File: config.mk
export PLATFORM = sky130hd
export DESIGN_NAME = rslp_cell
export DESIGN_NICKNAME = d
export VERILOG_FILES = /design/src/sv/rslp_pkg.sv /design/src/sv/rslp_cell.sv
export SDC_FILE = /design/constraint.sdc
export NUM_CORES = 1
export LEC_CHECK = 0
export ABC_CLOCK_PERIOD_IN_PS = 3500
export BUFFER_PORTS_ARGS = -buffer_cell sky130_fd_sc_hd__buf_2
export CAP_MARGIN = 20
export CORE_MARGIN = 3
export CORE_UTILIZATION = 51
export CTS_CLUSTER_DIAMETER = 40
export DETAILED_ROUTE_END_ITERATION = 6
export PLACE_DENSITY = 0.84
export SYNTH_ARGS = -nofsm -noshare
export SYNTH_HDL_FRONTEND = slang
export SYNTH_SLANG_ARGS = --single-unit
File: constraint.sdc
create_clock -name i_clk -period 3.5 [get_ports i_clk]
set_input_delay 0.175 -clock i_clk [delete_from_list [all_inputs] [get_ports i_clk]]
set_output_delay 0.175 -clock i_clk [all_outputs]
set_load 0.02 [all_outputs]
File: src/sv/rslp_pkg.sv
`timescale 1ns / 1ps
`default_nettype none

package rslp_pkg;

    // Default sizing of the pool.
    localparam int NUM_SLOTS_DEF      = 16;
    localparam int MAX_SLOT_BYTES_DEF = 4096;

    // Operation codes carried in the kind field.
    localparam logic [2:0] KIND_ACQUIRE = 3'd0;
    localparam logic [2:0] KIND_RETAIN  = 3'd1;
    localparam logic [2:0] KIND_RELEASE = 3'd2;
    localparam logic [2:0] KIND_QUERY   = 3'd3;
    localparam logic [2:0] KIND_STATS   = 3'd4;

    // Result status codes.
    localparam logic [1:0] STATUS_OK    = 2'd0;
    localparam logic [1:0] STATUS_STALE = 2'd1;
    localparam logic [1:0] STATUS_SIZE  = 2'd2;
    localparam logic [1:0] STATUS_FULL  = 2'd3;

    // Statistic counter indexes.
    localparam int         N_STATS     = 7;
    localparam logic [2:0] STAT_ACQ    = 3'd0;
    localparam logic [2:0] STAT_FAIL   = 3'd1;
    localparam logic [2:0] STAT_INUSE  = 3'd2;
    localparam logic [2:0] STAT_HIGH   = 3'd3;
    localparam logic [2:0] STAT_STALE  = 3'd4;
    localparam logic [2:0] STAT_RET    = 3'd5;
    localparam logic [2:0] STAT_REL    = 3'd6;

    // Configuration register indexes.
    localparam logic CFG_SLOT_SIZE    = 1'b0;
    localparam logic CFG_ACTIVE_SLOTS = 1'b1;

    // Command broadcast to every slot cell during execution.
    typedef struct packed {
        logic        do_acq;
        logic        do_ret;
        logic        do_rel;
        logic [12:0] req_size;
        logic [7:0]  hslot;
        logic [31:0] hgen;
        logic [12:0] eff_size;
        logic [8:0]  eff_active;
    } t_cmd;

    // Data handed from one cell to the next along the chain.
    typedef struct packed {
        logic        found;
        logic [7:0]  slot;
        logic [31:0] gen;
        logic        hit_live;
        logic [31:0] hit_refs;
        logic [12:0] hit_bytes;
    } t_chain;

endpackage

`default_nettype wire

File: src/sv/rslp_cell.sv
`timescale 1ns / 1ps
`default_nettype none

module rslp_cell (
    input  wire logic            i_clk,
    input  wire logic            i_rst_n,
    input  wire logic [7:0]      i_index,
    input  wire rslp_pkg::t_cmd  i_cmd,
    input  wire logic            i_commit,
    input  wire rslp_pkg::t_chain i_chain,
    output rslp_pkg::t_chain     o_chain
);
    import rslp_pkg::*;

    logic        r_busy;
    logic [31:0] r_refs;
    logic [31:0] r_tag;
    logic [12:0] r_bytes;

    logic        w_active;
    logic        w_grant;
    logic        w_match;
    logic        w_live;
    logic [31:0] w_gen_next;

    // Local decisions for this slot.
    always_comb begin
        w_active   = {1'b0, i_index} < i_cmd.eff_active;
        w_grant    = i_cmd.do_acq && !i_chain.found && w_active && !r_busy;
        w_match    = i_cmd.hslot == i_index;
        w_live     = w_match && w_active && r_busy && (r_tag == i_cmd.hgen) &&
                     (r_refs != 32'd0) && (r_bytes <= i_cmd.eff_size);
        w_gen_next = (r_tag == 32'hFFFF_FFFF) ? 32'd1 : r_tag + 32'd1;
    end

    // Pass the chain on, claiming the grant or the handle hit here.
    always_comb begin
        o_chain = i_chain;
        if (w_grant) begin
            o_chain.found = 1'b1;
            o_chain.slot  = i_index;
            o_chain.gen   = w_gen_next;
        end
        if (w_match) begin
            o_chain.hit_live  = w_live;
            o_chain.hit_refs  = r_refs;
            o_chain.hit_bytes = r_bytes;
        end
    end

    // Slot state update when the transaction commits.
    always_ff @(posedge i_clk) begin
        if (!i_rst_n) begin
            r_busy  <= 1'b0;
            r_refs  <= 32'd0;
            r_tag   <= 32'd0;
            r_bytes <= 13'd0;
        end else if (i_commit) begin
            if (w_grant) begin
                r_busy  <= 1'b1;
                r_refs  <= 32'd1;
                r_tag   <= w_gen_next;
                r_bytes <= i_cmd.req_size;
            end else if (w_live && i_cmd.do_ret) begin
                if (r_refs != 32'hFFFF_FFFF) begin
                    r_refs <= r_refs + 32'd1;
                end
            end else if (w_live && i_cmd.do_rel) begin
                r_refs <= r_refs - 32'd1;
                if (r_refs == 32'd1) begin
                    r_bytes <= 13'd0;
                    r_busy  <= 1'b0;
                end
            end
        end
    end

endmodule

`default_nettype wire

After elaboration in Yosys (flattened, before gate mapping)
Index checks and enable logic that the tools add are counted.

Register bits after elaboration: 78. Bits of input ports: 176. Output and inout bits: 87.

Add/sub/neg operators: 3. Magnitude comparators: 2. Eq/ne operators: 7. Mux-type cells: 15. Reductions and logical operators: 19.

Operators by type and width (count): 32-bit two-way mux (5); 32-bit by 1-bit adder with 32-bit output, second input constant (2); 13-bit two-way mux (4); 46-bit two-way mux (1); 41-bit two-way mux (1); 32-bit by 1-bit == test with 1-bit output, second input constant (1); 32-bit == test (1); 32-bit == test, second input constant (1); 32-bit inequality test, second input constant (1); 32-bit nonzero test (1); 32-bit by 1-bit subtractor with 32-bit output, second input constant (1); 13-bit less-or-equal comparator (1); 1-bit logical AND (10); 8-bit by 9-bit less-than comparator with 1-bit output (1); 8-bit == test (1); 1-bit two-way mux (4); 4-bit AND reduction (1); 2-bit nonzero test (2); 3-bit by 2-bit inequality test with 1-bit output, second input constant (1); 3-bit AND reduction (1); 3-bit nonzero test (1); 1-bit logical NOT (2); 2-bit inequality test, second input constant (1); 2-bit AND reduction (1).

Depth between registers and ports, before layout
Gate-level depths: netlist of run 1.

Depth in word-level cells: 10. Depth in mapped cells: 13. Mapped depth without buffers: 11.

Least setup slack after synthesis of run 1
No wires, ideal clock.

Path type: reg-to-output. Start point: reg r_tag[5]. End point: out o_chain[75] (netlist bit). Data arrival time: 2.878 ns. Data required time: 3.325 ns. Slack: 0.447 ns. Stages on the path, launching flop included: 10. Buffers on the path: 2. Cell sequence: dfxtp_1 -> clkbuf_1 -> nand4_1 -> or3b_2 -> clkbuf_1 -> nor4_2 -> and2_1 -> and3_1 -> xnor2_1 -> o31ai_1.

RTL lines: start, declared (RTL line rslp_cell.sv:17) `logic [31:0] r_tag;`; start signal, assigned (RTL line rslp_cell.sv:62) `r_tag <= w_gen_next;`; end, declared (RTL line rslp_cell.sv:11) `output rslp_pkg::t_chain o_chain`.

==> results of run 1 <==
[registers in the layout, indices dropped and copies added, names as in the netlist]
signal / flops
r_refs: 32
r_tag: 32
r_bytes: 13
r_busy: 1
[synth_stat cells (30+ instances only)]
cell,number
nand3_1,59
nor4_1,30
nor3_1,34
dfxtp_1,78
nand2_1,168
inv_1,31
clkbuf_1,65
mux2_2,42
nor2_1,60
a21oi_1,80
xor2_1,59
o21ai_0,68
[worst reg2reg max path, delay by kind of cell (launching register included)]
kind / cells / cell delay, ns
fa+ha+maj: 1 / 0.31
simple gates: 5 / 1.61
buf+inv: 1 / 0.28
flops: 1 / 0.33
compound gates: 2 / 0.56
[layout by cell type, fill, tap and decap left out, types with 19 or more instances in the layout]
cell	n
dfxtp_1	77
o21ai_0	68
buf_4	33
nor4_1	30
nand4_1	21
nor3_1	34
nand3_1	59
and3_1	23
nor2_1	60
mux2_2	42
ha_1	24
buf_2	262
a21oi_1	79
nand2_1	167
xor2_1	59
xnor2_1	26
inv_1	31
o31ai_1	19
[metal layers]
layer  GRT usage [%]  up-vias
li1                -     4140
met1           40.44     3973
met2           49.54      558
met3           5.586       51
met4           10.91        0
met5               0        -
[kinds of logic after synthesis]
group	after synthesis
xor gates and xnor gates	85
AOI/OAI and AO/OA	216
DFF	78
buffers and inverters	117
muxes	44
and+or+nand+nor	477
adders and majority gates	25
[power groups by stage]
stage	Clock, W	Combinational (W)	Sequential (W)
finish	0.00103	0.000746	0.000925
global placement	0	0.000717	0.000943
floorplan	0	0.000463	0.000931
CTS	0.00103	0.000735	0.000924
detailed placement	0	0.000729	0.000944
global route	0.00106	0.000816	0.000927
[cell type report]
| type | count | area [um2] |
|---|---|---|
| Timing Repair Buffer | 297 | 1599 |
| Antenna cell | 1 | 2.502 |
| Fill cell | 1132 | 4502 |
| Sequential cell | 78 | 1563 |
| Tap cell | 176 | 220.2 |
| Multi-Input combinational cell | 847 | 5230 |
| Clock buffer | 14 | 284.0 |
| Clock inverter | 2 | 37.54 |
| Inverter | 32 | 120.1 |
[worst min path at each step]
| stage | start | endpoint | slack [ns] |
|---|---|---|---|
| 6_report | i_cmd[67] | r_bytes[5] | 0.07 |
| 5_1_grt | i_cmd[67] | r_bytes[5] | 0.07 |
| 4_1_cts | i_cmd[67] | r_bytes[5] | 0.07 |
| 3_5_place_dp | i_cmd[67] | r_bytes[5] | 0.42 |
| 3_3_place_gp | i_cmd[72] | r_bytes[10] | 0.42 |
| 2_1_floorplan | i_commit | r_refs[3] | 0.28 |
[repair_timing]
item	4_1_cts	5_1_grt
resized for setup	0	2
buffers inserted	0	0
hold buffers	0	0
endpoints found under the setup margin	0	10
[through the flow]
stage | TNS [ns] | power (W) | hold WS, ns
CTS | 0 | 0.002689 | 0.06661
floorplan | 0 | 0.001394 | 0.2834
detailed placement | 0 | 0.001673 | 0.4210
global route | -0.01537 | 0.002807 | 0.07225
finish | 0 | 0.002695 | 0.06597
global placement | 0 | 0.001660 | 0.4191
==> impl_metrics.tcl, run 1 <==
set metrics [dict create \
    vias_per_cell 6.028 \
    cpPeakStageDelay_ns 0.41 \
    crit_path_start "r_tag[0]" \
    io-pin-count 263 \
    min_path_cells 3 \
    power.share.clock_pct 38.0 \
    cp.required_ns 3.32 \
    port_buffers 262 \
    gr-usage-all-layers_pct 30.42 \
    die_w_um 125.3 \
    fin_crit_sh_pct 93.89 \
    syn_area_per_cell_um2 6.967 \
    yosysWarnings 0 \
    synthSimpleGateAreaFrac_pct 33.20 \
    drc 1 \
    antenna_found_initial 1 \
    clock_sinks 78 \
    crit_end "o_chain[70]" \
    seq_area_frac_synth_pct 21.51 \
    cts_tree "yes" \
    hp-class "in -> reg" \
    synth_compound_area_share_pct 17.34 \
    drive_above_1_share_pct 29.69 \
    rsz0062_at_grt "yes" \
    grt_remaining_overflow 0 \
    violations "DRC" \
    dp_cells 1430 \
    coreArea_mm2 0.01356 \
    final_cells 1447 \
    outcome "finished, violations left" \
    worst_r2r_endpoint "r_refs[18]" \
    max_cap_viol_count 0 \
    routed_wl_um 25090 \
    clock_path_buffers 2 \
    slew_viol_final 0 \
    synth_largest_area_cell "dfxtp_1" \
    setup_viol 0 \
    top_layer "met4" \
    r2r-start "r_bytes[8]" \
    start_kind "register" \
    path_cells "ha_2 -> nand4_1 -> nor4_1 -> buf_4 -> and2_1 -> and3_1 -> and3_1 -> nand3_1 -> nor2_1 -> xnor2_1 -> o21ai_0 -> buf_2" \
    critical_path_class "reg -> out" \
    area_growth_pct 24.75 \
    async_flop_share_pct 0 \
    cp_common_cell "and3_1" \
    synth-edff-count 0 \
    cts_htree_levels 3 \
    hold_viol_final 0 \
    synth_seq_cells 78 \
    pwr-share-comb_pct 27.7 \
    fin_crit_ns 3.286 \
    arrival_ns 3.11 \
    yosys.area.top_type_share_pct 21.51 \
    irDropWorstVdd_mv 0.1888 \
    timing.reg2reg.setup_slack_ns 0.29 \
    first_pass_iters 7 \
    netlist_area_mm2 0.007259 \
    cp_top_family "simple AND/OR/NAND/NOR gates" \
    rows 42 \
    synth_cell_types 62 \
    grt_start_max_net_pins 70 \
    max_clock_freq_mhz 304.3 \
    synthXorXnorAreaFrac_pct 10.26 \
    cts_root_buf "clkbuf_16" \
    die_y_um 125.3 \
    netSwitchingFraction_pct 32.08 \
    seq_power_share_pct 34.3 \
    grt_pass1_vias 8091 \
    end_kind "primary output" \
    cp.buffers_inverters 2 \
    ant_nets 0 \
    p_leak_nw 4.023 \
    clock_latency_ns 0.34 \
    intPower_w 0.001831 \
    fin_skew_ns 0.007577 \
    drt-met1-wl_um 10430 \
    synth_top_family_by_area "simple AND/OR/NAND/NOR gates" \
    rr_worst_depth 9 \
    nets 1466 \
    p_per_area_mw_per_mm2 297.6 \
    final_area_mm2 0.009056 \
    die_area_mm2 0.01570 \
    max_slew_margin_pct 42.82 \
    gp_congestion 1.002 \
    worst_slack_ns 0.2139 \
    crit_path_top_delay_cell "dfxtp_2" \
    dpl-instance-area_mm2 0.008728 \
    syn-num-nets 1243 \
    numCtsBuffers 9 \
    wl_met2_um 11640 \
    postLayoutCoreUtil_pct 66.80 \
    syn_inst 1042 \
    worstPathMaxFanout 7 \
    path_depth 12 \
    power.switching_w 0.0008646 \
    clkTransAtPathRegs_ns 0.06 \
    wl_per_cell_um 17.34 \
    dp_hpwl_um 18610 \
    grt_pass1_wl_um 39960 \
    synth_ff_type "dfxtp_1" \
    synthMuxAreaShare_pct 6.791 \
    dr.first_iter.drc_count 1051 \
    synth_fa_ha_area_share_pct 4.309 \
    tightest_slew_ns 0.8565 \
    via_count 8722 \
    wl_met3_um 2485 \
    start_util_pct 53.54 \
    synthTopCellsByArea "dfxtp_1, nand2_1, xor2_1" \
    dpl_worst_slack_ns 0.3660 \
]
Note: power is estimated with default switching activity, not from simulation.
==> inputs of run 2 (changes only) <==
--- a/config.mk
+++ b/config.mk
@@ -9,10 +9,10 @@
 export BUFFER_PORTS_ARGS = -buffer_cell sky130_fd_sc_hd__buf_2
 export CAP_MARGIN = 20
 export CORE_MARGIN = 3
-export CORE_UTILIZATION = 51
+export CORE_UTILIZATION = 45
 export CTS_CLUSTER_DIAMETER = 40
 export DETAILED_ROUTE_END_ITERATION = 6
-export PLACE_DENSITY = 0.84
+export PLACE_DENSITY = 0.76
 export SYNTH_ARGS = -nofsm -noshare
 export SYNTH_HDL_FRONTEND = slang
 export SYNTH_SLANG_ARGS = --single-unit
==> run 2 against run 1 <==
  * Clock power barely moved
  * Hold slack about the same
  * First-iteration DRC count increased by 2.1%
  * Via count down 1.2%
  * Routed wire length is 1.0% higher
  * Critical path type is now reg -> reg
  * Register-to-register slack got worse by 0.11 ns
  * The flow now finishes without violations
  * Clock skew grew 0.0032 ns
  * Global-route usage is 3.2 points lower
  * Power shrank 0.90%
  * Worst setup slack worse by 0.037 ns
  * Sequential share of layout area fell by 0.10 points
==> impl_metrics.tcl, run 2 (synthesized netlist as in run 1, its figures left out) <==
set metrics [dict create \
    irDropWorstVdd_mv 0.2291 \
    worstPathMaxFanout 6 \
    die_area_mm2 0.01769 \
    crit_path_top_delay_cell "nor4_1" \
    setup_viol 0 \
    antenna_found_initial 0 \
    rsz0062_at_grt "no" \
    dr.first_iter.drc_count 1073 \
    cts_root_buf "clkbuf_16" \
    p_leak_nw 4.034 \
    reg.largest.list "r_refs (32), r_tag (32), r_bytes (13)" \
    hp-class "in -> reg" \
    die_y_um 133.0 \
    cpPeakStageDelay_ns 0.64 \
    fin_crit_ns 3.324 \
    tightest_slew_ns 0.7675 \
    dp_hpwl_um 18890 \
    rows 45 \
    coreArea_mm2 0.01548 \
    clock_sinks 78 \
    wl_per_cell_um 17.08 \
    drc 0 \
    r2r-start "r_bytes[8]" \
    fin_skew_ns 0.01074 \
    start_util_pct 46.88 \
    hold_viol_final 0 \
    dpl_worst_slack_ns 0.2801 \
    area_growth_pct 25.47 \
    grt_start_max_net_pins 52 \
    diodes 0 \
    first_pass_iters 7 \
    nets 1469 \
    worst_slack_ns 0.1764 \
    worst_r2r_endpoint "r_refs[28]" \
    gr-usage-all-layers_pct 27.19 \
    grt_pass1_vias 7867 \
    cp.required_ns 3.76 \
    setup_tns_ns 0 \
    routed_wl_um 25340 \
    rr_worst_depth 10 \
    clkTransAtPathRegs_ns 0.06 \
    arrival_ns 3.59 \
    io-pin-count 263 \
    via_count 8618 \
    crit_end "r_refs[28]" \
    die_w_um 133.0 \
    postLayoutCoreUtil_pct 58.83 \
    layout_commonest_cell "buf_2" \
    slew_viol_final 0 \
    path_cells "ha_1 -> and4_1 -> or3b_2 -> or2_2 -> o31ai_1 -> nand3_1 -> nor4_1 -> and4b_1 -> a21oi_1 -> o21ai_0" \
    grt_pass1_wl_um 39570 \
    cts_htree_levels 3 \
    start_kind "register" \
    max_cap_viol_count 0 \
    clock_latency_ns 0.35 \
    timing.hold.ws_ns 0.06638 \
    cts_tree "yes" \
    critical_path_class "reg -> reg" \
    grt_remaining_overflow 0 \
    crit_path_start "r_bytes[8]" \
    clock_path_buffers 2 \
    vias_per_cell 5.807 \
    fin_crit_sh_pct 94.96 \
    post_cts_buffers 0 \
    mostFrequentLayoutCells "buf_2, nand2_1, a21oi_1, dfxtp_1, o21ai_0" \
    max_clock_freq_mhz 300.9 \
    port_buffers 262 \
    power_w 0.002671 \
    outcome "finished clean" \
    gp_congestion 0.9736 \
    drive_above_1_share_pct 30.01 \
    max_slew_margin_pct 48.40 \
    p_per_area_mw_per_mm2 293.3 \
    ant_nets 0 \
    timing.reg2reg.setup_slack_ns 0.18 \
    numCtsBuffers 9 \
    end_kind "register" \
]
-- run 2: metrics by stage --
step	area, um2	cells
2_1_floorplan	7259	1042
3_3_place_gp	8782	1468
3_5_place_dp	8782	1468
4_1_cts	9102	1484
5_1_grt	9109	1484
6_report	9109	1484
-- run 2: layout make-up --
| class | count | area, um2 |
|---|---|---|
| clock buffers | 12 | 266.5 |
| clock inverters | 4 | 53.80 |
| fillers | 1454 | 6375 |
| inverters | 32 | 120.1 |
| multi-input cells | 847 | 5233 |
| flip-flops and latches | 78 | 1563 |
| well taps | 211 | 264.0 |
| repair buffers | 300 | 1609 |
-- run 2: layer usage --
| metal | global-route usage [%] | up-vias | routed length (um) |
|---|---|---|---|
| li1 | - | 4154 | - |
| met4 | 10.39 | 0 | 663 |
| met2 | 42.83 | 514 | 11490 |
| met1 | 36.81 | 3897 | 10510 |
| met5 | 0 | - | 0 |
| met3 | 5.171 | 53 | 2686 |
-- run 2: what timing repair did --
item | in CTS | in global routing
setup endpoints to repair | 0 | 4
hold buffers | 0 | 0
gates resized for setup | 0 | 3
-- run 2: how the worst min path moves through the flow --
stage                     startpoint         end  slack (ns)  cells after the start
after floorplan             i_commit   r_refs[3]        0.28                      1
after global placement     i_cmd[67]  r_bytes[5]        0.42                      3
after CTS                  i_cmd[68]  r_bytes[6]        0.05                      3
after global routing       i_cmd[67]  r_bytes[5]        0.06                      3
final                      i_cmd[67]  r_bytes[5]        0.07                      3
after detailed placement   i_cmd[68]  r_bytes[6]        0.42                      3
-- run 2: worst max-delay path: cells and delay by family, from the launching register on --
family / cells / cell delay [ns]
AOI/OAI and AO/OA: 3 / 0.40
DFF: 1 / 0.33
adders and majority gates: 1 / 0.31
and+or+nand+nor: 6 / 2.18
-- run 2: report_power, final --
part	internal [W]	leakage, nW	switching (W)	total [W]
Combinational	0.000294	3.25	0.000445	0.000738
Sequential	0.000902	0.630	0.0000217	0.000924
Clock	0.000612	0.151	0.000397	0.00101
Total	0.00181	4.03	0.000863	0.00267
